<file path="src/sv/cai_pkg.sv">
// ----------------------------------------------------------------------------
// cai_pkg
// Shared widths, register indexes, pipeline word types and constant
// functions for the cylindrical arm inverse kinematics block.
// ----------------------------------------------------------------------------
package cai_pkg;

   // field widths
   localparam int IN_W       = 32;               // target and register width
   localparam int DW         = IN_W + 1;         // origin-relative difference
   localparam int GUARD_BITS = 6;
   localparam int CW         = 42;               // cordic x/y datapath
   localparam int UW         = CW - 1;           // non-negative x magnitude
   localparam int ZW         = 34;               // angle accumulator, q30
   localparam int ANGLE_FRAC = 30;
   localparam int ATAN_W     = 30;
   localparam int IKW        = 30;               // inverse gain, q30
   localparam int RW         = CW - GUARD_BITS;  // radius width
   localparam int EW         = RW + 2;           // extension before clamp
   localparam int YAW_W      = 19;
   localparam int TABLE_LEN  = 24;
   localparam int CSR_IDX_W  = 8;
   localparam int REQ_W      = 3 * IN_W;
   localparam int RSP_W      = 88;

   localparam int CORDIC_STAGES_DEFAULT = 16;
   localparam int FRACTION_BITS_DEFAULT = 16;

   localparam longint PI_Q30      = 64'sd3373259426;
   localparam longint HALF_PI_Q30 = PI_Q30 / 2;

   // register indexes
   localparam logic [CSR_IDX_W-1:0] REG_BASE_X   = 8'd0;
   localparam logic [CSR_IDX_W-1:0] REG_BASE_Y   = 8'd1;
   localparam logic [CSR_IDX_W-1:0] REG_BASE_Z   = 8'd2;
   localparam logic [CSR_IDX_W-1:0] REG_ARM_LEN  = 8'd3;
   localparam logic [CSR_IDX_W-1:0] REG_EXT_MIN  = 8'd4;
   localparam logic [CSR_IDX_W-1:0] REG_EXT_MAX  = 8'd5;
   localparam logic [CSR_IDX_W-1:0] REG_LIFT_MIN = 8'd6;
   localparam logic [CSR_IDX_W-1:0] REG_LIFT_MAX = 8'd7;

   typedef struct packed {
      logic signed [IN_W-1:0] base_x;
      logic signed [IN_W-1:0] base_y;
      logic signed [IN_W-1:0] base_z;
      logic signed [IN_W-1:0] arm_base_length;
      logic signed [IN_W-1:0] extension_min;
      logic signed [IN_W-1:0] extension_max;
      logic signed [IN_W-1:0] lift_min;
      logic signed [IN_W-1:0] lift_max;
   } cfg_type;

   // word carried through the rotation stages
   typedef struct packed {
      logic signed [CW-1:0] x;
      logic signed [CW-1:0] y;
      logic signed [ZW-1:0] z;
      logic signed [DW-1:0] dz;
      logic                 zero;
   } work_type;

   // atan(2^-i) truncated to q30
   function automatic logic [ATAN_W-1:0] atan_q30(input int i);
      logic [ATAN_W-1:0] a;
      case (i)
         0:       a = 30'd843314856;
         1:       a = 30'd497837829;
         2:       a = 30'd263043836;
         3:       a = 30'd133525158;
         4:       a = 30'd67021686;
         5:       a = 30'd33543515;
         6:       a = 30'd16775850;
         7:       a = 30'd8388437;
         8:       a = 30'd4194282;
         9:       a = 30'd2097149;
         10:      a = 30'd1048575;
         11:      a = 30'd524287;
         12:      a = 30'd262143;
         13:      a = 30'd131071;
         14:      a = 30'd65535;
         15:      a = 30'd32767;
         16:      a = 30'd16383;
         17:      a = 30'd8191;
         18:      a = 30'd4095;
         19:      a = 30'd2047;
         20:      a = 30'd1023;
         21:      a = 30'd511;
         22:      a = 30'd255;
         23:      a = 30'd127;
         default: a = '0;
      endcase
      return a;
   endfunction

   // 1/K in q30 for n rotation stages, evaluated at elaboration
   function automatic logic [63:0] inv_gain_q30(input int n);
      logic [63:0] k2;
      logic [63:0] v;
      logic [63:0] res;
      logic [63:0] bit_v;
      logic [63:0] num;
      logic [63:0] q;
      logic [64:0] rem;
      k2 = 64'd1 << ANGLE_FRAC;
      for (int i = 0; i < n; i++) begin
         k2 = k2 + (k2 >> (2 * i));
      end
      // integer square root of k2 * 2^30
      v     = k2 << ANGLE_FRAC;
      res   = '0;
      bit_v = 64'd1 << 62;
      for (int j = 0; j < 32; j++) begin
         if (v >= res + bit_v) begin
            v   = v - (res + bit_v);
            res = (res >> 1) + bit_v;
         end else begin
            res = res >> 1;
         end
         bit_v = bit_v >> 2;
      end
      // rounded 2^60 / k by shift and subtract
      num = (64'd1 << 60) + (res >> 1);
      rem = '0;
      q   = '0;
      for (int b = 63; b >= 0; b--) begin
         rem = {rem[63:0], num[b]};
         if (rem >= {1'b0, res}) begin
            rem  = rem - {1'b0, res};
            q[b] = 1'b1;
         end
      end
      return q;
   endfunction

endpackage

</file>
<file path="src/sv/cai_back.sv">
// ----------------------------------------------------------------------------
// cai_back
// Four pipeline stages: gain multiply in two partial products and yaw
// rounding, product sum and yaw wrap, extension subtract and lift clamp,
// extension clamp into the output register.
// ----------------------------------------------------------------------------
module cai_back #(
   parameter int CORDIC_STAGES = cai_pkg::CORDIC_STAGES_DEFAULT,
   parameter int FRACTION_BITS = cai_pkg::FRACTION_BITS_DEFAULT
) (
   input  logic                              clock,
   input  logic                              reset,
   input  cai_pkg::cfg_type                  cfg,
   input  logic                              in_valid,
   output logic                              in_ready,
   input  cai_pkg::work_type                 in_work,
   output logic                              out_valid,
   input  logic                              out_ready,
   output logic signed [cai_pkg::IN_W-1:0]   out_extension,
   output logic signed [cai_pkg::YAW_W-1:0]  out_yaw,
   output logic signed [cai_pkg::IN_W-1:0]   out_lift,
   output logic                              out_in_range
);

   localparam int IN_W  = cai_pkg::IN_W;
   localparam int DW    = cai_pkg::DW;
   localparam int CW    = cai_pkg::CW;
   localparam int UW    = cai_pkg::UW;
   localparam int ZW    = cai_pkg::ZW;
   localparam int IKW   = cai_pkg::IKW;
   localparam int RW    = cai_pkg::RW;
   localparam int EW    = cai_pkg::EW;
   localparam int YAW_W = cai_pkg::YAW_W;
   localparam int G     = cai_pkg::GUARD_BITS;
   localparam int AF    = cai_pkg::ANGLE_FRAC;
   localparam int LO_W  = 32 + IKW;
   localparam int HI_W  = (UW - 32) + IKW;
   localparam int QW    = CW;
   localparam int FS    = AF - FRACTION_BITS;

   localparam logic [63:0]    INVK64 = cai_pkg::inv_gain_q30(CORDIC_STAGES);
   localparam logic [IKW-1:0] INVK   = INVK64[IKW-1:0];
   localparam longint         PI_L   = (cai_pkg::PI_Q30 + (longint'(1) << (FS - 1))) >>> FS;
   localparam logic signed [ZW-1:0] PI_Q      = ZW'(PI_L);
   localparam logic signed [ZW-1:0] TWO_PI_Q  = ZW'(2 * PI_L);
   localparam logic signed [ZW-1:0] YAW_ROUND = ZW'(longint'(1) << (FS - 1));

   // lower bound first, upper bound wins; msb of result is the clamp hit
   function automatic logic [EW:0] clamp(input logic signed [EW-1:0] v,
                                         input logic signed [EW-1:0] lo,
                                         input logic signed [EW-1:0] hi);
      logic signed [EW-1:0] c;
      logic                 hit;
      hit = 1'b0;
      c   = v;
      if (c < lo) begin
         c   = lo;
         hit = 1'b1;
      end
      if (c > hi) begin
         c   = hi;
         hit = 1'b1;
      end
      return {hit, c};
   endfunction

   function automatic logic signed [EW-1:0] sx(input logic signed [IN_W-1:0] v);
      return EW'(v);
   endfunction

   // stage 1
   logic                 v1_ff;
   logic [LO_W-1:0]      lo_ff, lo_in;
   logic [HI_W-1:0]      hi_ff, hi_in;
   logic signed [ZW-1:0] yaw1_ff, yaw1_in;
   logic signed [DW-1:0] dz1_ff;
   logic                 zero1_ff;
   logic [UW-1:0]        ux;
   logic signed [ZW-1:0] z_eff;
   logic signed [ZW-1:0] yaw_sum;

   // stage 2
   logic                    v2_ff;
   logic [RW-1:0]           radius2_ff, radius2_in;
   logic signed [YAW_W-1:0] yaw2_ff, yaw2_in;
   logic signed [DW-1:0]    dz2_ff;
   logic [QW-1:0]           q_sum;
   logic signed [ZW-1:0]    yaw_w1;
   logic signed [ZW-1:0]    yaw_w2;

   // stage 3
   logic                    v3_ff;
   logic signed [EW-1:0]    ext3_ff, ext3_in;
   logic signed [IN_W-1:0]  lift3_ff, lift3_in;
   logic                    ok3_ff, ok3_in;
   logic signed [YAW_W-1:0] yaw3_ff;
   logic [EW:0]             lift_c;

   // stage 4
   logic                    v4_ff;
   logic signed [IN_W-1:0]  ext4_ff, ext4_in;
   logic signed [YAW_W-1:0] yaw4_ff;
   logic signed [IN_W-1:0]  lift4_ff;
   logic                    ok4_ff, ok4_in;
   logic [EW:0]             ext_c;

   logic r1, r2, r3, r4;

   assign r4       = !v4_ff || out_ready;
   assign r3       = !v3_ff || r4;
   assign r2       = !v2_ff || r3;
   assign r1       = !v1_ff || r2;
   assign in_ready = r1;

   always_comb begin
      ux      = in_work.x < 0 ? '0 : UW'(in_work.x);
      lo_in   = LO_W'(ux[31:0]) * LO_W'(INVK);
      hi_in   = HI_W'(ux[UW-1:32]) * HI_W'(INVK);
      z_eff   = in_work.zero ? '0 : in_work.z;
      yaw_sum = z_eff + YAW_ROUND;
      yaw1_in = yaw_sum >>> FS;
   end

   always_comb begin
      q_sum      = {1'b0, hi_ff, 2'b00} + QW'(lo_ff[LO_W-1:AF]);
      radius2_in = zero1_ff ? '0 : q_sum[QW-1:G];
      // pi maps to -pi
      yaw_w1     = (yaw1_ff >= PI_Q) ? yaw1_ff - TWO_PI_Q : yaw1_ff;
      yaw_w2     = (yaw_w1 < -PI_Q) ? yaw_w1 + TWO_PI_Q : yaw_w1;
      yaw2_in    = yaw_w2[YAW_W-1:0];
   end

   always_comb begin
      ext3_in  = EW'({2'b00, radius2_ff}) - sx(cfg.arm_base_length);
      lift_c   = clamp(EW'(dz2_ff), sx(cfg.lift_min), sx(cfg.lift_max));
      lift3_in = lift_c[IN_W-1:0];
      ok3_in   = !lift_c[EW];
   end

   always_comb begin
      ext_c   = clamp(ext3_ff, sx(cfg.extension_min), sx(cfg.extension_max));
      ext4_in = ext_c[IN_W-1:0];
      ok4_in  = ok3_ff && !ext_c[EW];
   end

   always_ff @(posedge clock) begin
      if (reset) begin
         v1_ff <= 1'b0;
         v2_ff <= 1'b0;
         v3_ff <= 1'b0;
         v4_ff <= 1'b0;
      end else begin
         if (r1) v1_ff <= in_valid;
         if (r2) v2_ff <= v1_ff;
         if (r3) v3_ff <= v2_ff;
         if (r4) v4_ff <= v3_ff;
      end
      if (in_valid && r1) begin
         lo_ff    <= lo_in;
         hi_ff    <= hi_in;
         yaw1_ff  <= yaw1_in;
         dz1_ff   <= in_work.dz;
         zero1_ff <= in_work.zero;
      end
      if (v1_ff && r2) begin
         radius2_ff <= radius2_in;
         yaw2_ff    <= yaw2_in;
         dz2_ff     <= dz1_ff;
      end
      if (v2_ff && r3) begin
         ext3_ff  <= ext3_in;
         lift3_ff <= lift3_in;
         ok3_ff   <= ok3_in;
         yaw3_ff  <= yaw2_ff;
      end
      if (v3_ff && r4) begin
         ext4_ff  <= ext4_in;
         ok4_ff   <= ok4_in;
         yaw4_ff  <= yaw3_ff;
         lift4_ff <= lift3_ff;
      end
   end

   assign out_valid     = v4_ff;
   assign out_extension = ext4_ff;
   assign out_yaw       = yaw4_ff;
   assign out_lift      = lift4_ff;
   assign out_in_range  = ok4_ff;

endmodule

</file>
<file path="config.mk">
export PLATFORM = sky130hd
export DESIGN_NAME = cai_back
export DESIGN_NICKNAME = d
export VERILOG_FILES = /design/src/sv/cai_pkg.sv /design/src/sv/cai_back.sv
export SDC_FILE = /design/constraint.sdc
export NUM_CORES = 2
export LEC_CHECK = 0
export ABC_AREA = 1
export BUFFER_PORTS_ARGS = -buffer_cell sky130_fd_sc_hd__buf_2
export CAP_MARGIN = 10
export CORE_UTILIZATION = 35
export DETAILED_ROUTE_END_ITERATION = 7
export SYNTH_ARGS = -nofsm -noshare
export SYNTH_HDL_FRONTEND = slang
export SYNTH_SLANG_ARGS = --single-unit
</file>
<file path="constraint.sdc">
create_clock -name clock -period 12.1 [get_ports clock]
set_clock_uncertainty 0.05 [all_clocks]
set_input_delay 2.42 -clock clock [delete_from_list [all_inputs] [get_ports clock]]
set_output_delay 2.42 -clock clock [all_outputs]
set_load 0.05 [all_outputs]
</file>
## Yosys cells after proc, flatten, opt, wreduce, memory -nomap -nowiden

Index checks and enable logic that the tools add are counted.

| storage, ports and cells | value |
|---|---|
| register bits | 421 |
| input bits | 412 |
| word-level logic and storage cells | 61 |

| cells by class | value |
|---|---|
| add/sub/neg operators | 5 |
| $mul | 2 |
| $lt $le $gt $ge | 7 |
| muxes and demuxes | 12 |
| reductions and logical operators | 15 |

Operators by type and width:

| cell | number |
|---|---|
| $gt A38 B32 Y1 | 2 |
| $mux W38 | 2 |
| $mux W34 | 2 |
| $mux W32 | 2 |
| $mul A32 B30 Y62 const B | 1 |
| $add A41 B32 Y42 | 1 |
| $lt A42 B1 Y1 const B | 1 |
| $mux W41 | 1 |
| $mul A9 B30 Y39 const B | 1 |
| $lt A38 B32 Y1 | 1 |
| $sub A37 B32 Y38 | 1 |
| $add A34 B15 Y34 const B | 1 |
| $lt A34 B19 Y1 const B | 1 |
| $lt A33 B32 Y1 | 1 |
| $sub A20 B20 Y21 const B | 1 |
| $ge A20 B19 Y1 const B | 1 |
| $add A19 B18 Y19 const B | 1 |
| $mux W19 | 1 |
| $logic_not A1 Y1 | 6 |
| $logic_and A1 B1 Y1 | 5 |
| $logic_or A1 B1 Y1 | 4 |
| $mux W1 | 4 |

## Depth between registers and ports, before layout

| depth | value |
|---|---|
| depth in word-level cells | 6 |
| mapped depth | 36 |

## Worst setup path before layout

Ideal clock, no wire load.

| path | value |
|---|---|
| kind | input -> register |
| start | input port in_work[151] in the netlist's numbering |
| end | register lo_ff[59], data pin |
| setup time | 0.252 ns |
| arrival | 9.184 ns |
| slack | 2.613 ns |
| stages on the path | 31 |
| path buffers | 1 |
| cells stage by stage | clkbuf_1 > nor2_1 > inv_1 > nor2_1 > nor2_1 > ha_1 > inv_1 > fa_1 > inv_1 > fa_1 > inv_1 > fa_1 > inv_1 > fa_1 > fa_1 > fa_1 > inv_1 > fa_1 > inv_1 > ha_1 > a21oi_1 > a21boi_0 > o21ai_0 > a21oi_1 > nand3_1 > a21oi_1 > o21ai_0 > nand3_1 > nand2_1 > nand2_1 > nand2_1 |

| between the ends | value |
|---|---|
| word-level cells in the longest chain between the ends | 3 |

Ends and longest elaborated chain:

| what | line | text |
|---|---|---|
| start, declared | cai_back.sv:16 | `input cai_pkg::work_type in_work,` |
| $lt A42 B1 Y1 | cai_back.sv:116 | `ux = in_work.x < 0 ? '0 : UW'(in_work.x);` |
| $mux W41 | cai_back.sv:116 |  |
| $mul A32 B30 Y62 | cai_back.sv:117 | `lo_in = LO_W'(ux[31:0]) * LO_W'(INVK);` |
| named net lo_in[59] | cai_back.sv:73 | `logic [LO_W-1:0] lo_ff, lo_in;` |
| end signal, assigned | cai_back.sv:159 | `lo_ff <= lo_in;` |
| end, declared | cai_back.sv:73 |  |

The timed path passes the listed nets, and every way through them passes these cells.
A chain may end at the register's enable or synchronous reset.

## Worst setup path in the final report

Ends and elaborated chain as after synthesis.

==> results summary <==
The run finished with clean final reports. The maximum level of the CTS H-tree is 2. The number of pins exceeding their max-slew limit in the final report was 0. The TritonCTS clock tree is built. The initial antenna violation count came to 22.

Compared with the post-synthesis result, the final layout area differs by 11.3%. Entering global routing, the biggest net connects 85 pins. The initial utilization of the core area, before any placement, comes to 35.5%. The root buffer cell chosen for the clock tree is sky130_fd_sc_hd__clkbuf_16. The clock passes through at most 3 buffers. The final clock period utilization by the worst path is roughly 83%. The count of input and output buffers is ~350. Synthesis inferred between 300 and 400 register bits.

The synthesized design spends more area on one cell type than any other, namely sky130_fd_sc_hd__edfxtp_1. The count of yosys warnings during synthesis is 0. The count of standard-cell rows came out at roughly 130. The TritonCTS sink count is 389.

The number of endpoints with negative hold slack in the final report came out at 0. The horizontal die dimension came out at roughly 370 um. In the routed layout, each cell is associated on average with a via count of roughly 4.8. The net total in the final layout is 7,153.

The antenna violation net count after detailed routing came out at 0. In this run, the number of DRC markers left after iteration 0 of detailed routing was approximately 2.3k. The number of flops mapped to enable cells by yosys is ~390.

In this run the worst path has a maximum fanout of 14. The clock-pin slew on the worst setup and hold paths is ~60 ps. The via count of the first global-routing pass is ~37k. STA classifies the critical path startpoint as an input port.

The remaining global-route overflow is 0. Setup violations remaining at the end of the flow were counted as 0. Setup repair after global routing left no endpoint under its margin.

The area taken by flip-flops and latches is 11,600 um^2. The via count of the routed design came out at 35.6k. The family of cells with the greatest summed delay on the critical path is adder cells. Counting the buffers created by CTS gives 43. The overall routing resource usage came out at roughly a fifth.

The final instance area came out at 52,200 um^2. STA classifies the critical path endpoint as a flop. The core outline area came out at 132,000 um^2.

Leaving out fill and tap cells, the most frequent cells in the layout are sky130_fd_sc_hd__inv_1, sky130_fd_sc_hd__nand2_1, sky130_fd_sc_hd__ha_1, sky130_fd_sc_hd__fa_1, sky130_fd_sc_hd__edfxtp_1. The max-capacitance violation count came out at 0. The area share of the leading cell type in the synthesized netlist came out at 24.6%.

The wire length of the first global-routing pass came out at 210,000 um. The final-layout fill cell count is 13.3k. The sum of routed wire length over all layers is 136,000 um. The mean area per synthesized cell came out at 9.05 um^2.

In the synthesized netlist the dominant register cell turns out to be sky130_fd_sc_hd__edfxtp_1. At the pin with the least slew margin, the transition time is 1080 ps. The worst max-slew margin expressed relative to the limit is between 20% and 30%. The type of the worst setup path is in2reg. The worst path buffer plus inverter count came out at 9. The number of setup buffers added after CTS is 0. After synthesis, flip-flops and latches occupy 24.8% of the total area. The cell area that synthesis handed to floorplanning was between 40,000 and 50,000 um^2. For this design, the CTS-stage hold fixing added 0 buffers. Yosys attributes the largest share of cell area to sky130_fd_sc_hd__edfxtp_1, sky130_fd_sc_hd__fa_1, sky130_fd_sc_hd__ha_1. The final sum of negative setup slack is 0 ps. The instance area after placement is ~51,000 um^2. The clock latency reported for the late side of the worst-skew pair came out at a little under 600 ps. The post-route netlist has under 10% of its cells at a drive strength greater than 1. The data arrival at the endpoint of the critical path is between 10,000 and 15,000 ps. The worst endpoint required time came out at 12,400 ps. The cell with the largest stage delay on the worst path is sky130_fd_sc_hd__nor2_1. The type of the tightest min-delay check is reg2reg. The number of nets in the synthesized netlist is roughly 6.8k.

The worst path in the final design needs a cycle of roughly 10,000 ps, including I/O delays and setup. At the end of routability-driven placement, the weighted congestion stood at around 1. The most common cell after layout, fill and taps aside is sky130_fd_sc_hd__inv_1. The highest attainable clock frequency is between 0.09 and 0.1 GHz.

The multi-input combinational cells in the finished layout cover a total of just over 30,000 um^2. The remaining design rule violation count came out at 0. The number of gates resized after CTS was 0.

The I/O pin count is approximately 500. The wire length per cell is roughly 19 um. The die area came out at approximately 140,000 um^2. In the synthesized netlist, the number of instances is approximately 5.2k. The number of library cell types mapped by synthesis came out at 53.

The highest cell delay on the worst timing path came out at 640 ps. The detailed placement HPWL came out at approximately 120,000 um. The share of async-settable or async-resettable flops after synthesis is 0%. The detailed-routing iteration count for the pre-antenna-repair pass is 6. The vertical die dimension came out at 368 um.
==> worst register-to-register path, cell delays in order (launching register included) <==
cell,delay (ps)
sky130_fd_sc_hd__edfxtp_1,400
sky130_fd_sc_hd__ha_1,370
sky130_fd_sc_hd__nand2_1,70
sky130_fd_sc_hd__inv_1,100
sky130_fd_sc_hd__nand3_1,130
sky130_fd_sc_hd__nor3_1,490
sky130_fd_sc_hd__and3_1,280
sky130_fd_sc_hd__o2111ai_1,140
sky130_fd_sc_hd__nand4_1,130
sky130_fd_sc_hd__nand2_1,150
sky130_fd_sc_hd__inv_2,710
sky130_fd_sc_hd__o21ai_0,450
sky130_fd_sc_hd__ha_1,420
sky130_fd_sc_hd__nand3_1,90
sky130_fd_sc_hd__nor3_1,310
sky130_fd_sc_hd__inv_1,110
sky130_fd_sc_hd__nor2_1,100
sky130_fd_sc_hd__nand3_1,80
sky130_fd_sc_hd__nand2_1,80
sky130_fd_sc_hd__inv_1,60
sky130_fd_sc_hd__a21oi_4,440
sky130_fd_sc_hd__buf_4,430
sky130_fd_sc_hd__o21ai_0,240
==> through the flow <==
step           utilization (%)  setup WS (ps)  cells  hold slack, ps
6_report                  39.5           2040   7344             367
5_1_grt                   39.5           1620   7344             370
4_1_cts                   39.5           2050   7338             368
3_5_place_dp              38.4           1430   7263             355
3_3_place_gp              38.4           1420   7263             350
2_1_floorplan                -           2610   5184             350
==> metal layers <==
metal / vias to the layer above / part of all wire (%) / wire length (um) / GRT usage (%)
met5: - / 0.021 / 28 / 0
met4: 4 / 2.6 / 3590 / 5.19
met3: 164 / 4.7 / 6330 / 1.97
met2: 982 / 47 / 64200 / 34.2
met1: 17100 / 45 / 61900 / 27.2
li1: 17300 / - / - / -
==> area by class of cell <==
class	instances	area share, %
Multi-Input combinational cell	3465	58.0
Timing Repair Buffer	370	3.66
Tap cell	1755	4.20
Clock buffer	45	2.07
Antenna cell	6	0.0287
Sequential cell	389	22.3
Inverter	1284	9.23
Clock inverter	30	0.544
==> cells by family (layout without fill, tap and decap cells) <==
family | after synthesis | after routing | share of synthesized area, %
simple gates | 1410 | 1410 | 12.7
buf+inv | 1330 | 1729 | 10.7
fa+ha+maj | 1188 | 1188 | 40.8
compound gates | 737 | 737 | 8.59
flops | 389 | 389 | 24.8
xor+xnor | 130 | 130 | 2.43
other cells | 0 | 6 | 0
==> Yosys cell counts (all sizes together), types with 13 or more instances <==
| master | instances |
|---|---|
| a21o | 19 |
| clkbuf | 33 |
| buf | 13 |
| xor2 | 92 |
| nand2 | 803 |
| nor2 | 333 |
| ha | 620 |
| o21ai | 290 |
| xnor2 | 38 |
| edfxtp | 385 |
| o21bai | 16 |
| o21a | 17 |
| o211ai | 19 |
| fa | 568 |
| a31oi | 34 |
| a21oi | 305 |
| nand3 | 146 |
| nand4 | 52 |
| nor3 | 39 |
| inv | 1282 |
| nor4 | 16 |
==> state kept, by name (all words and copies together) (netlist names), 19 cells and up <==
register and cells:
yaw2_ff 19, ext3_ff 38, dz1_ff 33, hi_ff 39, dz2_ff 33, yaw1_ff 20, yaw3_ff 19, out_yaw 19
radius2_ff 36, out_extension 32, lo_ff 30, lift3_ff 32, out_lift 32
==> worst paths after layout <==
path / startpoint / cells past startpoint / to / slack (ps)
worst max-delay path: in_work[151] / 31 / lo_ff[59] / 2040
worst max register to register: dz2_ff[32] / 22 / lift3_ff[13] / 6000
worst min-delay path: yaw3_ff[8] / 0 / out_yaw[8] / 370
worst min register to register: yaw3_ff[8] / 0 / out_yaw[8] / 370
Power is left out: the tool's default activity adds up to more than one toggle a clock period on the data nets, which glitch-free logic cannot reach.
