===== src/sv/cai_pkg.sv =====
// ----------------------------------------------------------------------------
// cai_pkg
// Shared widths, register indexes, pipeline word types and constant
// functions for the cylindrical arm inverse kinematics block.
// ----------------------------------------------------------------------------
package cai_pkg;

   // field widths
   localparam int IN_W       = 32;               // target and register width
   localparam int DW         = IN_W + 1;         // origin-relative difference
   localparam int GUARD_BITS = 6;
   localparam int CW         = 42;               // cordic x/y datapath
   localparam int UW         = CW - 1;           // non-negative x magnitude
   localparam int ZW         = 34;               // angle accumulator, q30
   localparam int ANGLE_FRAC = 30;
   localparam int ATAN_W     = 30;
   localparam int IKW        = 30;               // inverse gain, q30
   localparam int RW         = CW - GUARD_BITS;  // radius width
   localparam int EW         = RW + 2;           // extension before clamp
   localparam int YAW_W      = 19;
   localparam int TABLE_LEN  = 24;
   localparam int CSR_IDX_W  = 8;
   localparam int REQ_W      = 3 * IN_W;
   localparam int RSP_W      = 88;

   localparam int CORDIC_STAGES_DEFAULT = 16;
   localparam int FRACTION_BITS_DEFAULT = 16;

   localparam longint PI_Q30      = 64'sd3373259426;
   localparam longint HALF_PI_Q30 = PI_Q30 / 2;

   // register indexes
   localparam logic [CSR_IDX_W-1:0] REG_BASE_X   = 8'd0;
   localparam logic [CSR_IDX_W-1:0] REG_BASE_Y   = 8'd1;
   localparam logic [CSR_IDX_W-1:0] REG_BASE_Z   = 8'd2;
   localparam logic [CSR_IDX_W-1:0] REG_ARM_LEN  = 8'd3;
   localparam logic [CSR_IDX_W-1:0] REG_EXT_MIN  = 8'd4;
   localparam logic [CSR_IDX_W-1:0] REG_EXT_MAX  = 8'd5;
   localparam logic [CSR_IDX_W-1:0] REG_LIFT_MIN = 8'd6;
   localparam logic [CSR_IDX_W-1:0] REG_LIFT_MAX = 8'd7;

   typedef struct packed {
      logic signed [IN_W-1:0] base_x;
      logic signed [IN_W-1:0] base_y;
      logic signed [IN_W-1:0] base_z;
      logic signed [IN_W-1:0] arm_base_length;
      logic signed [IN_W-1:0] extension_min;
      logic signed [IN_W-1:0] extension_max;
      logic signed [IN_W-1:0] lift_min;
      logic signed [IN_W-1:0] lift_max;
   } cfg_type;

   // word carried through the rotation stages
   typedef struct packed {
      logic signed [CW-1:0] x;
      logic signed [CW-1:0] y;
      logic signed [ZW-1:0] z;
      logic signed [DW-1:0] dz;
      logic                 zero;
   } work_type;

   // atan(2^-i) truncated to q30
   function automatic logic [ATAN_W-1:0] atan_q30(input int i);
      logic [ATAN_W-1:0] a;
      case (i)
         0:       a = 30'd843314856;
         1:       a = 30'd497837829;
         2:       a = 30'd263043836;
         3:       a = 30'd133525158;
         4:       a = 30'd67021686;
         5:       a = 30'd33543515;
         6:       a = 30'd16775850;
         7:       a = 30'd8388437;
         8:       a = 30'd4194282;
         9:       a = 30'd2097149;
         10:      a = 30'd1048575;
         11:      a = 30'd524287;
         12:      a = 30'd262143;
         13:      a = 30'd131071;
         14:      a = 30'd65535;
         15:      a = 30'd32767;
         16:      a = 30'd16383;
         17:      a = 30'd8191;
         18:      a = 30'd4095;
         19:      a = 30'd2047;
         20:      a = 30'd1023;
         21:      a = 30'd511;
         22:      a = 30'd255;
         23:      a = 30'd127;
         default: a = '0;
      endcase
      return a;
   endfunction

   // 1/K in q30 for n rotation stages, evaluated at elaboration
   function automatic logic [63:0] inv_gain_q30(input int n);
      logic [63:0] k2;
      logic [63:0] v;
      logic [63:0] res;
      logic [63:0] bit_v;
      logic [63:0] num;
      logic [63:0] q;
      logic [64:0] rem;
      k2 = 64'd1 << ANGLE_FRAC;
      for (int i = 0; i < n; i++) begin
         k2 = k2 + (k2 >> (2 * i));
      end
      // integer square root of k2 * 2^30
      v     = k2 << ANGLE_FRAC;
      res   = '0;
      bit_v = 64'd1 << 62;
      for (int j = 0; j < 32; j++) begin
         if (v >= res + bit_v) begin
            v   = v - (res + bit_v);
            res = (res >> 1) + bit_v;
         end else begin
            res = res >> 1;
         end
         bit_v = bit_v >> 2;
      end
      // rounded 2^60 / k by shift and subtract
      num = (64'd1 << 60) + (res >> 1);
      rem = '0;
      q   = '0;
      for (int b = 63; b >= 0; b--) begin
         rem = {rem[63:0], num[b]};
         if (rem >= {1'b0, res}) begin
            rem  = rem - {1'b0, res};
            q[b] = 1'b1;
         end
      end
      return q;
   endfunction

endpackage


===== src/sv/cai_cordic_stage.sv =====
// ----------------------------------------------------------------------------
// cai_cordic_stage
// One registered vectoring iteration: shift-add on x and y, table angle
// into the accumulator, direction taken from the sign of y.
// ----------------------------------------------------------------------------
module cai_cordic_stage #(
   parameter int STAGE = 0
) (
   input  logic              clock,
   input  logic              reset,
   input  logic              in_valid,
   output logic              in_ready,
   input  cai_pkg::work_type in_work,
   output logic              out_valid,
   input  logic              out_ready,
   output cai_pkg::work_type out_work
);

   localparam int CW = cai_pkg::CW;
   localparam int ZW = cai_pkg::ZW;
   localparam logic signed [ZW-1:0] ATAN = ZW'(cai_pkg::atan_q30(STAGE));

   logic                 valid_ff;
   cai_pkg::work_type    work_ff, work_in;
   logic signed [CW-1:0] xs;
   logic signed [CW-1:0] ys;

   assign in_ready = !valid_ff || out_ready;

   always_comb begin
      xs = in_work.x >>> STAGE;
      ys = in_work.y >>> STAGE;
      work_in = in_work;
      if (in_work.y >= 0) begin
         work_in.x = in_work.x + ys;
         work_in.y = in_work.y - xs;
         work_in.z = in_work.z + ATAN;
      end else begin
         work_in.x = in_work.x - ys;
         work_in.y = in_work.y + xs;
         work_in.z = in_work.z - ATAN;
      end
   end

   always_ff @(posedge clock) begin
      if (reset) begin
         valid_ff <= 1'b0;
      end else if (in_ready) begin
         valid_ff <= in_valid;
      end
      if (in_valid && in_ready) begin
         work_ff <= work_in;
      end
   end

   assign out_valid = valid_ff;
   assign out_work  = work_ff;

endmodule


===== config.mk =====
export PLATFORM = sky130hd
export DESIGN_NAME = cai_cordic_stage
export DESIGN_NICKNAME = d
export VERILOG_FILES = /design/src/sv/cai_pkg.sv /design/src/sv/cai_cordic_stage.sv
export SDC_FILE = /design/constraint.sdc
export NUM_CORES = 1
export LEC_CHECK = 0
export BUFFER_PORTS_ARGS = -buffer_cell sky130_fd_sc_hd__buf_4
export CORE_MARGIN = 4
export CORE_UTILIZATION = 30
export DETAILED_ROUTE_END_ITERATION = 6
export GPL_TIMING_DRIVEN = 1
export MAX_ROUTING_LAYER = met4
export PLACE_DENSITY = 0.6
export SYNTH_ARGS = -nofsm -noshare
export SYNTH_HDL_FRONTEND = slang
export SYNTH_SLANG_ARGS = --single-unit
export TNS_END_PERCENT = 20

===== constraint.sdc =====
create_clock -name clock -period 6.05 [get_ports clock]
set_input_delay 0.605 -clock clock [delete_from_list [all_inputs] [get_ports clock]]
set_output_delay 0.605 -clock clock [all_outputs]
set_load 0.02 [all_outputs]

Yosys cells after proc, flatten, opt, wreduce, memory -nomap -nowiden
Index checks and enable logic that the tools add are counted.
{"block": "classes", "add_sub_neg": 5, "magnitude_cmp": 1, "mux": 1, "reduce_logical": 3}
{"operator": "$mux W118", "n": 1}
{"operator": "$sub A42 B42 Y42", "n": 2}
{"operator": "$add A42 B42 Y42", "n": 1}
{"operator": "$ge A42 B1 Y1 const B", "n": 1}
{"operator": "$add A34 B31 Y34 const B", "n": 1}
{"operator": "$sub A34 B31 Y34 const B", "n": 1}
{"operator": "$logic_and A1 B1 Y1", "n": 1}
{"operator": "$logic_not A1 Y1", "n": 1}
{"operator": "$logic_or A1 B1 Y1", "n": 1}
{"block": "totals", "reg_bits": 153, "in_bits": 156, "output_inout_bits": 154, "word_cells": 16}

Depth between registers and ports, before layout
Gate-level depths: netlist of the first run.
{"block": "depth", "depth_word": 3, "depth_mapped": 18, "mapped_depth_nobuf": 13}

Least setup slack after synthesis of the first run
Ideal clock, no wire load.
{"block": "synth_timing", "path_kind": "input -> register", "startpoint": "in out_ready", "endpoint": "reg work_ff (netlist bit out_work[0]), enable pin", "setup_ns": 0.528, "arrival_time_ns": 4.362, "path_slack_ns": 1.159, "path_stages": 2, "path_buffers": 0, "cell_sequence": "nand2b_1 > and2_1"}
{"block": "synth_via", "elab_chain_cells": 2}
{"item": "start: declaration", "line_no": "cai_cordic_stage.sv:15", "text": "input logic out_ready,"}
{"item": "$logic_or A1 B1 Y1", "line_no": "cai_cordic_stage.sv:28", "text": "assign in_ready = !valid_ff || out_ready;"}
{"item": "$logic_and A1 B1 Y1", "line_no": "cai_cordic_stage.sv:51", "text": "if (in_valid && in_ready) begin"}
{"item": "end signal: assignment", "line_no": "cai_cordic_stage.sv:52", "text": "work_ff <= work_in;"}
{"item": "end: declaration", "line_no": "cai_cordic_stage.sv:24", "text": "cai_pkg::work_type work_ff, work_in;"}
Every way passes these cells.
A chain may end at the register's enable or synchronous reset.

==> results of run 1 <==
## area by class of cell
| cell class | instances | share of cell area [%] |
|---|---|---|
| Clock buffer | 17 | 2.436 |
| Clock inverter | 15 | 1.010 |
| Inverter | 145 | 3.117 |
| Multi-Input combinational cell | 1278 | 49.35 |
| Sequential cell | 152 | 26.08 |
| Tap cell | 607 | 4.349 |
| Timing Repair Buffer | 316 | 13.66 |
## cell usage in the layout, fill, tap and decap left out, drive strengths merged, types with 21 or more instances in the layout
cell type and count:
a31oi 29, o21bai 41, edfxtp 151, mux2i 28
o21ai 151, a21o 39, inv 152, buf 316
xnor2 96, nor2b 21, nor3 35, nand2 92
a21oi 212, nor2 147, ha 136, nand4 28
## worst register-to-register path: stages (launching register included)
cell,delay [ns]
dfxtp_1,0.31
nand2b_1,0.11
and2_4,0.58
buf_12,0.59
## metrics by stage
step           power [mW]  hold WS [ns]  cells  util (%)
2_1_floorplan       2.326        0.6741   1657         -
3_3_place_gp        2.907        0.5090   2498     36.29
6_report            4.021        0.2716   2530     37.59
5_1_grt             4.232        0.2474   2530     37.59
4_1_cts             4.062        0.2260   2530     37.59
3_5_place_dp        2.908        0.5342   2498     36.29
## flip-flops by register name, summed over array words and instances, names as in the netlist
signal     count
out_valid      1
out_work     151
## logic make-up (layout without fill, tap and decap cells)
kind of cell / after synthesis / count (layout) / share of synthesized area (%)
muxes: 29 / 29 / 2.074
adders and majority gates: 140 / 140 / 12.61
and+or+nand+nor: 406 / 406 / 13.62
DFF: 152 / 152 / 32.40
AOI/OAI and AO/OA: 591 / 591 / 26.02
buffers and inverters: 227 / 493 / 6.294
xor gates and xnor gates: 112 / 112 / 6.979
## power by group
| part | leakage, nW | total [mW] | internal, mW | switching [mW] |
|---|---|---|---|---|
| clock | 0.295 | 1.12 | 0.557 | 0.563 |
| combinational | 5.63 | 1.53 | 0.575 | 0.957 |
| sequential | 1.47 | 1.37 | 1.33 | 0.0379 |
## worst max path at each step
stage	from	endpoint	slack (ns)	cells past startpoint
floorplan	out_ready	out_work[0]$_DFFE_PP_	1.16	2
CTS	in_work[82]	out_work[105]$_DFFE_PP_	2.42	14
global route	in_work[109]	out_work[60]$_DFFE_PP_	2.11	14
global placement	in_work[78]	out_work[109]$_DFFE_PP_	1.90	13
detailed placement	in_work[82]	out_work[105]$_DFFE_PP_	1.88	14
finish	in_work[82]	out_work[105]$_DFFE_PP_	2.28	14
## metal layers
layer / wire length, µm / track usage [%] / vias up
li1: - / - / 6503
met1: 22310 / 25.98 / 6567
met2: 25530 / 34.48 / 628
met3: 3977 / 4.176 / 87
met4: 1293 / 5.929 / 0
met5: 0 / - / -
==> flow_metrics.py, run 1 <==
metrics = {
    "die": {
        "fp.dieW_um": 224.4,
        "fp.coreArea_mm2": 0.04646,
        "fp.dieH_um": 224.4,
        "initial_utilization_pct": 30.25,
        "io_pins": 310,
        "core.rowCount": 79,
        "die-area_mm2": 0.05038,
    },
    "yosys": {
        "syn_inst": 1657,
        "synth_ff_type": "edfxtp_1",
        "synth_warnings": 0,
        "synthesis.area_mm2": 0.01405,
        "synth_commonest_cells": "a21oi_1, edfxtp_1, nor2_1, o21ai_0, inv_1",
        "postSynth.asyncResetShare_pct": 0,
        "ys_top_cells_by_area": "edfxtp_1, ha_1, a21oi_1",
        "synth_area_per_cell_um2": 8.482,
        "seq_area_frac_synth_pct": 32.40,
        "synth_top_area_share_pct": 32.26,
        "yosys.area.top_type": "edfxtp_1",
        "synth.most_common_cell": "a21oi_1",
        "synth_enable_flop_cells": 151,
        "synth.distinct_cells": 81,
        "syn_nets": 1952,
        "synth_seq_cells": 152,
    },
    "clock_tree": {
        "insertion_delay_ns": 0.49,
        "cts_tree": "built",
        "cts_hold_buf": 0,
        "cts.clk_slew.worst_paths_ns": 0.08,
        "numCtsBuffers": 17,
        "clockRootBuffer": "clkbuf_16",
        "cts_setup_buffers": 0,
        "cts_resized": 0,
        "cts_num_sinks": 152,
        "h-tree-depth": 4,
        "cts.path.max_buffers": 2,
    },
    "timing": {
        "fmax_mhz": 265.0,
        "setup_viol": 0,
        "hold_violations": 0,
        "drv_slew": 0,
        "rsz0062_at_grt": "false",
        "fin_worst_skew_ns": 0.01100,
        "final.setup.tns_ns": 0,
        "setup_ws_ns": 2.277,
        "slew_headroom_pct": 25.61,
        "tightestPinTransition_ns": 1.116,
        "fin_crit_sh_pct": 62.37,
        "period_needed_ns": 3.773,
    },
    "routing": {
        "drc_errors": 0,
        "vias": 13790,
        "drt-vias-per-instance": 5.449,
        "drt_first_pass_iters": 6,
        "drt-initial-drc-count": 1376,
        "ant_nets": 0,
        "wirelength_mm": 53.12,
        "wl_per_cell_um": 21.00,
    },
    "worst_hold_path": {
        "hold_end": "out_valid$_SDFFE_PP0N_",
        "worstHoldStart": "reset",
        "hold_depth": 2,
        "hold_path.class": "primary input to register",
    },
    "critical_path": {
        "path_delay_family": "compound AO/OA/AOI/OAI gates",
        "worstSetupStartpointType": "primary input",
        "worstPathRequired_ns": 6.28,
        "rrSetupSlack_ns": 4.02,
        "worstPathMaxFanout": 14,
        "ff2ff_path_depth": 3,
        "critPathKind": "primary input to register",
        "crit_path_top_delay_cell": "ha_1",
        "r2r-start": "out_valid$_SDFFE_PP0N_",
        "cp-end-kind": "register",
        "crit_buf_inv": 4,
        "slowest_delay_ns": 0.57,
        "reg2reg_to": "out_work[120]$_DFFE_PP_",
        "crit_arrival_ns": 4.01,
        "path_cells": "buf_4, inv_1, ha_1, inv_1, nor3_1, nand4_1, a21oi_1, nor4b_1, buf_4, o21ai_0, a21o_1, a21oi_1, a2111oi_2, xor2_1",
    },
    "layout": {
        "area_growth_syn_to_layout_pct": 24.25,
        "seq_area_mm2": 0.004554,
        "drive_above_1_share_pct": 19.55,
        "fillers": 4829,
        "final_nets": 2205,
        "postLayoutCellArea_mm2": 0.01746,
        "antennaDiodeCount": 0,
        "multi_input_area_mm2": 0.008618,
    },
    "power_and_ir_drop": {
        "ir_drop_uv": 187.5,
        "pwr_density_cell_mw_per_mm2": 230.2,
        "p_leak_nw": 7.398,
    },
    "global_route": {
        "grt_pass1_vias": 13360,
        "track_usage_pct": 20.82,
        "grt.overflow.total": 0,
        "grt_max_degree": 104,
        "grt_pass1_wl_mm": 78.93,
        "antenna_found_initial": 0,
    },
    "status": {
        "status": "completed",
    },
    "placement": {
        "io_buffers": 309,
        "place_congestion": 0.9320,
        "place_ws_ns": 1.884,
        "place_area_mm2": 0.01686,
        "hpwl_mm": 42.12,
    },
    "job": {
        "maxCapViolations": 0,
    },
}
No activity file was read; power rests on OpenSTA's default activity.
==> run 2: changes to the inputs <==
Clock period 6.05 ns to 3.6 ns, I/O delays scaled along.
==> flow_metrics.py, run 2 (synthesis gave the netlist of run 1 again) <==
metrics = {
    "status": {
        "status": "completed",
    },
    "clock_tree": {
        "h-tree-depth": 4,
        "insertion_delay_ns": 0.49,
        "cts.path.max_buffers": 2,
        "cts.clk_slew.worst_paths_ns": 0.07,
        "numCtsBuffers": 17,
        "clockRootBuffer": "clkbuf_16",
        "cts_tree": "built",
        "cts_resized": 0,
        "cts_num_sinks": 152,
    },
    "power_and_ir_drop": {
        "power_mw": 7.013,
        "pwr_density_cell_mw_per_mm2": 369.6,
        "ir_drop_uv": 369.0,
        "p_leak_nw": 8.276,
    },
    "layout": {
        "postLayoutCellArea_mm2": 0.01897,
        "antennaDiodeCount": 0,
        "final_cell_mix": "buf_4, a21oi_1, edfxtp_1",
        "area_growth_syn_to_layout_pct": 35.00,
        "final_util_pct": 40.84,
        "largest_reg_flops": 151,
        "seq_area_mm2": 0.004554,
        "multi_input_area_mm2": 0.008618,
        "final_nets": 2392,
        "fin_cells": 2717,
        "drive_above_1_share_pct": 25.12,
        "fillers": 4752,
        "final_common_cell": "buf_4",
    },
    "global_route": {
        "grt_pass1_vias": 14240,
        "antenna_found_initial": 0,
        "track_usage_pct": 22.04,
        "grt.overflow.total": 0,
        "grt_max_degree": 61,
        "grt_pass1_wl_mm": 83.63,
    },
    "timing": {
        "fin_worst_skew_ns": 0.006442,
        "period_needed_ns": 3.350,
        "fin_crit_sh_pct": 93.07,
        "hold_violations": 0,
        "drv_slew": 0,
        "rsz0062_at_grt": "false",
        "setup_viol": 0,
        "fmax_mhz": 298.5,
        "worst_hold_slack_ns": 0.04723,
        "tightestPinTransition_ns": 0.8472,
        "slew_headroom_pct": 43.52,
    },
    "job": {
        "maxCapViolations": 0,
    },
    "critical_path": {
        "path_delay_family": "compound AO/OA/AOI/OAI gates",
        "worstPathMaxFanout": 3,
        "slowest_delay_ns": 0.48,
        "crit_path_top_delay_cell": "a311oi_1",
        "critPathKind": "primary input to register",
        "crit_arrival_ns": 3.59,
        "path_cells": "buf_4, ha_1, inv_1, fa_1, nor3_4, o311ai_2, a311oi_1, o31ai_1, buf_4, o21ai_0, nor4_1, o21ai_0, a21o_1, a31oi_1, xnor2_1",
        "crit_buf_inv": 3,
        "cp-end-kind": "register",
        "worstPathRequired_ns": 3.84,
        "worstSetupStartpointType": "primary input",
    },
    "die": {
        "fp.dieH_um": 224.4,
        "io_pins": 310,
        "fp.coreArea_mm2": 0.04646,
        "die-area_mm2": 0.05038,
        "core.rowCount": 79,
        "fp.dieW_um": 224.4,
        "initial_utilization_pct": 30.25,
    },
    "routing": {
        "wirelength_mm": 55.07,
        "ant_nets": 0,
        "drt-vias-per-instance": 5.294,
        "drt_first_pass_iters": 5,
        "drc_errors": 0,
        "wl_per_cell_um": 20.27,
        "drt-initial-drc-count": 1526,
        "vias": 14380,
    },
    "placement": {
        "place_congestion": 0.9570,
        "io_buffers": 309,
        "numPlacedInstances": 2652,
        "place_area_mm2": 0.01804,
        "hpwl_mm": 44.57,
    },
    "worst_hold_path": {
        "hold_path.class": "primary input to register",
    },
}
run 2: path summary, 6_finish.rpt:
kind | cells past startpoint | start | slack (ns) | endpoint
setup / recovery | 15 | in_work[68] | 0.25 | out_work[136]$_DFFE_PP_
setup reg to reg | 3 | out_valid$_SDFFE_PP0N_ | 1.79 | out_work[38]$_DFFE_PP_
hold / removal | 1 | in_work[4] | 0.05 | out_work[4]$_DFFE_PP_
hold reg to reg | 2 | out_valid$_SDFFE_PP0N_ | 0.55 | out_valid$_SDFFE_PP0N_
run 2: what timing repair did:
item | 4_1_cts | 5_1_grt
buffers inserted | 0 | 0
setup endpoints to repair | 0 | 0
hold endpoints to repair | 33 | 0
hold buffers | 33 | 0
run 2: power breakdown:
| group | total (mW) | internal [mW] | switching, mW | leakage, nW |
|---|---|---|---|---|
| clock | 1.87 | 0.936 | 0.938 | 0.288 |
| combinational | 2.84 | 1.17 | 1.67 | 6.52 |
| sequential | 2.30 | 2.24 | 0.0653 | 1.47 |
run 2: stage by stage:
step / setup WS, ns / TNS, ns
floorplan: -0.7763 / -6.856
global placement: -0.2210 / -0.9347
detailed placement: -0.1986 / -0.9269
CTS: 0.2999 / 0
global route: 0.1456 / 0
finish: 0.2496 / 0
run 2: per-layer routing:
layer	vias up	GRT usage (%)	wire length, µm
met4	0	5.356	1016
met2	535	36.65	26930
met3	61	4.320	3493
met5	-	-	0
met1	6918	27.80	23630
li1	6870	-	-
run 2: area by class of cell:
cell class              count  area share [%]
multi-input cells        1278           45.42
flip-flops and latches    152           24.00
repair buffers            503           20.53
well taps                 607           4.003
inverters                 145           2.868
clock buffers              17           2.242
clock inverters            15          0.9298
run 2: worst reg2reg max path, delay by kind of cell (launching register included):
kind          cells  cell delay [ns]
simple gates      2             0.73
buf+inv           1             0.37
flops             1             0.31
==> run 3: changes to the inputs <==
--- a/config.mk
+++ b/config.mk
@@ -6,4 +6,5 @@
 export NUM_CORES = 1
 export LEC_CHECK = 0
+export ABC_AREA = 1
 export BUFFER_PORTS_ARGS = -buffer_cell sky130_fd_sc_hd__buf_4
 export CORE_MARGIN = 4
@@ -12,5 +13,5 @@
 export GPL_TIMING_DRIVEN = 1
 export MAX_ROUTING_LAYER = met4
-export PLACE_DENSITY = 0.6
+export PLACE_DENSITY = 0.59
 export SYNTH_ARGS = -nofsm -noshare
 export SYNTH_HDL_FRONTEND = slang
==> constraint.sdc (replaced) <==
create_clock -name clock -period 3.6 [get_ports clock]
set_input_delay 0.36 -clock clock [delete_from_list [all_inputs] [get_ports clock]]
set_output_delay 0.36 -clock clock [all_outputs]
set_load 0.1 [all_outputs]
==> flow_metrics.py, run 3 <==
metrics = {
    "status": {
        "status": "completed",
    },
    "clock_tree": {
        "numCtsBuffers": 17,
        "cts.clk_slew.worst_paths_ns": 0.08,
        "cts_tree": "built",
        "h-tree-depth": 4,
        "cts_num_sinks": 152,
        "cts.path.max_buffers": 2,
        "insertion_delay_ns": 0.51,
        "cts_setup_buffers": 0,
        "clockRootBuffer": "clkbuf_16",
    },
    "timing": {
        "slew_headroom_pct": 25.05,
        "tightestPinTransition_ns": 1.113,
        "worst_hold_slack_ns": 0.03013,
        "final.setup.tns_ns": 0,
        "fmax_mhz": 335.2,
        "rsz0062_at_grt": "false",
        "fin_worst_skew_ns": 0.01144,
        "setup_ws_ns": 0.6165,
        "hold_violations": 0,
        "drv_slew": 0,
        "setup_viol": 0,
        "period_needed_ns": 2.984,
        "fin_crit_sh_pct": 82.88,
    },
    "placement": {
        "place_congestion": 1.017,
        "hpwl_mm": 57.21,
        "io_buffers": 309,
        "place_ws_ns": 0.2725,
    },
    "routing": {
        "wirelength_mm": 68.66,
        "wl_per_cell_um": 19.14,
        "ant_nets": 0,
        "vias": 17750,
        "drt-initial-drc-count": 1521,
        "drt-vias-per-instance": 4.947,
        "drt_first_pass_iters": 5,
        "drc_errors": 0,
    },
    "critical_path": {
        "critPathKind": "primary input to register",
        "worstPathMaxFanout": 10,
        "crit_path_top_delay_cell": "o21ai_0",
        "r2r-start": "out_valid$_SDFFE_PP0N_",
        "path_cells": "buf_4, inv_1, ha_1, nand2_1, o21ai_0, inv_1, o211ai_1, nand2_1, nand2_1, nand2_1, nand3_1, o21ai_0",
        "crit_top_cell": "nand2_1",
        "worstPathRequired_ns": 3.81,
        "ff2ff_path_depth": 2,
        "crit_path_start": "in_work[70]",
        "slowest_delay_ns": 0.88,
        "cp-end-kind": "register",
        "worstSetupStartpointType": "primary input",
        "crit_arrival_ns": 3.19,
    },
    "global_route": {
        "grt.overflow.total": 0,
        "track_usage_pct": 23.31,
        "antenna_found_initial": 1,
        "grt_pass1_wl_mm": 101.9,
        "grt_pass1_vias": 17190,
        "grt_max_degree": 112,
    },
    "yosys": {
        "syn_nets": 2893,
        "yosys-mux-area-fraction_pct": 0.1210,
        "synthesis.area_mm2": 0.01655,
        "synth_top_area_share_pct": 27.40,
        "ys_top_cells_by_area": "edfxtp_1, nand2_1, ha_1",
        "synthSimpleGateAreaFrac_pct": 34.96,
        "synth_top_family_by_area": "simple AND/OR/NAND/NOR gates",
        "synth.most_common_cell": "nand2_1",
        "seq_area_frac_synth_pct": 27.52,
        "synth_xor_area_share_pct": 3.137,
        "synth_area_per_cell_um2": 6.371,
        "synth_commonest_cells": "nand2_1, inv_1, nor2_1",
        "postSynth.asyncResetShare_pct": 0,
        "yosys.area.top_type": "edfxtp_1",
        "synth_ff_type": "edfxtp_1",
        "synth_compound_gate_area_share_pct": 11.97,
        "synth-adder-area-share_pct": 10.64,
        "synth_seq_cells": 152,
        "synth_enable_flop_cells": 151,
        "synth.distinct_cells": 44,
        "syn_inst": 2598,
        "synth_warnings": 0,
    },
    "power_and_ir_drop": {
        "p_clk_share_pct": 23.8,
        "ir_drop_uv": 414.5,
        "pwr_density_cell_mw_per_mm2": 402.4,
        "p_leak_nw": 10.29,
        "p_switching_mw": 4.039,
        "swShare_pct": 49.74,
        "p_comb_share_pct": 48.2,
        "pwr-share-seq_pct": 28.0,
        "p_int_mw": 4.082,
    },
    "layout": {
        "final_nets": 3173,
        "multi_input_area_mm2": 0.01008,
        "seq_area_mm2": 0.004556,
        "final_cell_mix": "nand2_1, inv_1, buf_4",
        "drive_above_1_share_pct": 13.77,
        "area_growth_syn_to_layout_pct": 21.92,
        "fillers": 5939,
        "largest_reg_flops": 151,
        "final_common_cell": "nand2_1",
    },
    "job": {
        "maxCapViolations": 0,
    },
    "worst_hold_path": {
        "worstHoldStart": "in_work[29]",
        "hold_path.class": "primary input to register",
        "hold_depth": 1,
    },
    "die": {
        "io_pins": 310,
        "die-area_mm2": 0.05899,
        "fp.coreArea_mm2": 0.05424,
        "fp.dieW_um": 242.9,
        "fp.dieH_um": 242.9,
        "core.rowCount": 85,
        "initial_utilization_pct": 30.51,
    },
}
==> run 3: worst paths after layout <==
check                                               end  slack, ns
worst max register to register  out_work[142]$_DFFE_PP_       1.95
worst max-delay path             out_work[87]$_DFFE_PP_       0.62
worst min register to register   out_valid$_SDFFE_PP0N_       0.54
worst min-delay path             out_work[29]$_DFFE_PP_       0.03
==> run 3: power by group through the flow <==
stage | logic, mW | clock network (mW) | registers (mW)
global route | 4.17 | 2.06 | 2.29
detailed placement | 3.87 | 0 | 2.31
CTS | 3.88 | 2.00 | 2.28
global placement | 3.88 | 0 | 2.32
floorplan | 1.51 | 0 | 3.56
finish | 3.91 | 1.93 | 2.27
==> run 3: logic make-up after synthesis <==
family | Yosys count
simple gates | 1396
buf+inv | 485
compound gates | 369
flops | 152
fa+ha+maj | 139
xor+xnor | 55
mux | 2
==> run 3: final cells by class <==
class / instances / area share, %
clock buffer: 17 / 2.108
clock inverter: 15 / 0.8743
antenna: 1 / 0.01240
tap: 696 / 4.315
inverter: 423 / 7.874
timing repair buffer: 323 / 12.29
sequential: 152 / 22.58
multi-input combinational: 1961 / 49.95
==> run 3: routing by layer <==
| metal | part of all wire (%) | wire (µm) | global-route usage (%) |
|---|---|---|---|
| met4 | 4.4 | 3053 | 10.10 |
| met1 | 43 | 29560 | 28.81 |
| met5 | 0 | 0 | - |
| met2 | 47 | 31960 | 38.27 |
| met3 | 6.0 | 4098 | 3.134 |
==> run 3: timing repair <==
item | in CTS | in global routing
endpoints found under the hold margin | 2 | 0
gates resized for setup | 0 | 0
hold buffers | 2 | 0
endpoints found under the setup margin | 0 | 0
==> run 3: worst max-delay path: cells and delay by family <==
| family | cells | cell delay [ns] |
|---|---|---|
| adders and majority gates | 1 | 0.46 |
| buffers and inverters | 3 | 0.34 |
| and+or+nand+nor | 5 | 0.53 |
| AOI/OAI and AO/OA | 3 | 1.49 |
==> run 3: metrics by stage <==
stage | util (%) | instance area [µm²] | instances | power, mW
finish | 37.20 | 20180 | 3588 | 8.120
global route | 37.20 | 20180 | 3588 | 8.530
floorplan | - | 16560 | 2598 | 5.064
global placement | 36.05 | 19560 | 3553 | 6.195
detailed placement | 36.05 | 19560 | 3553 | 6.183
CTS | 37.20 | 20180 | 3587 | 8.162
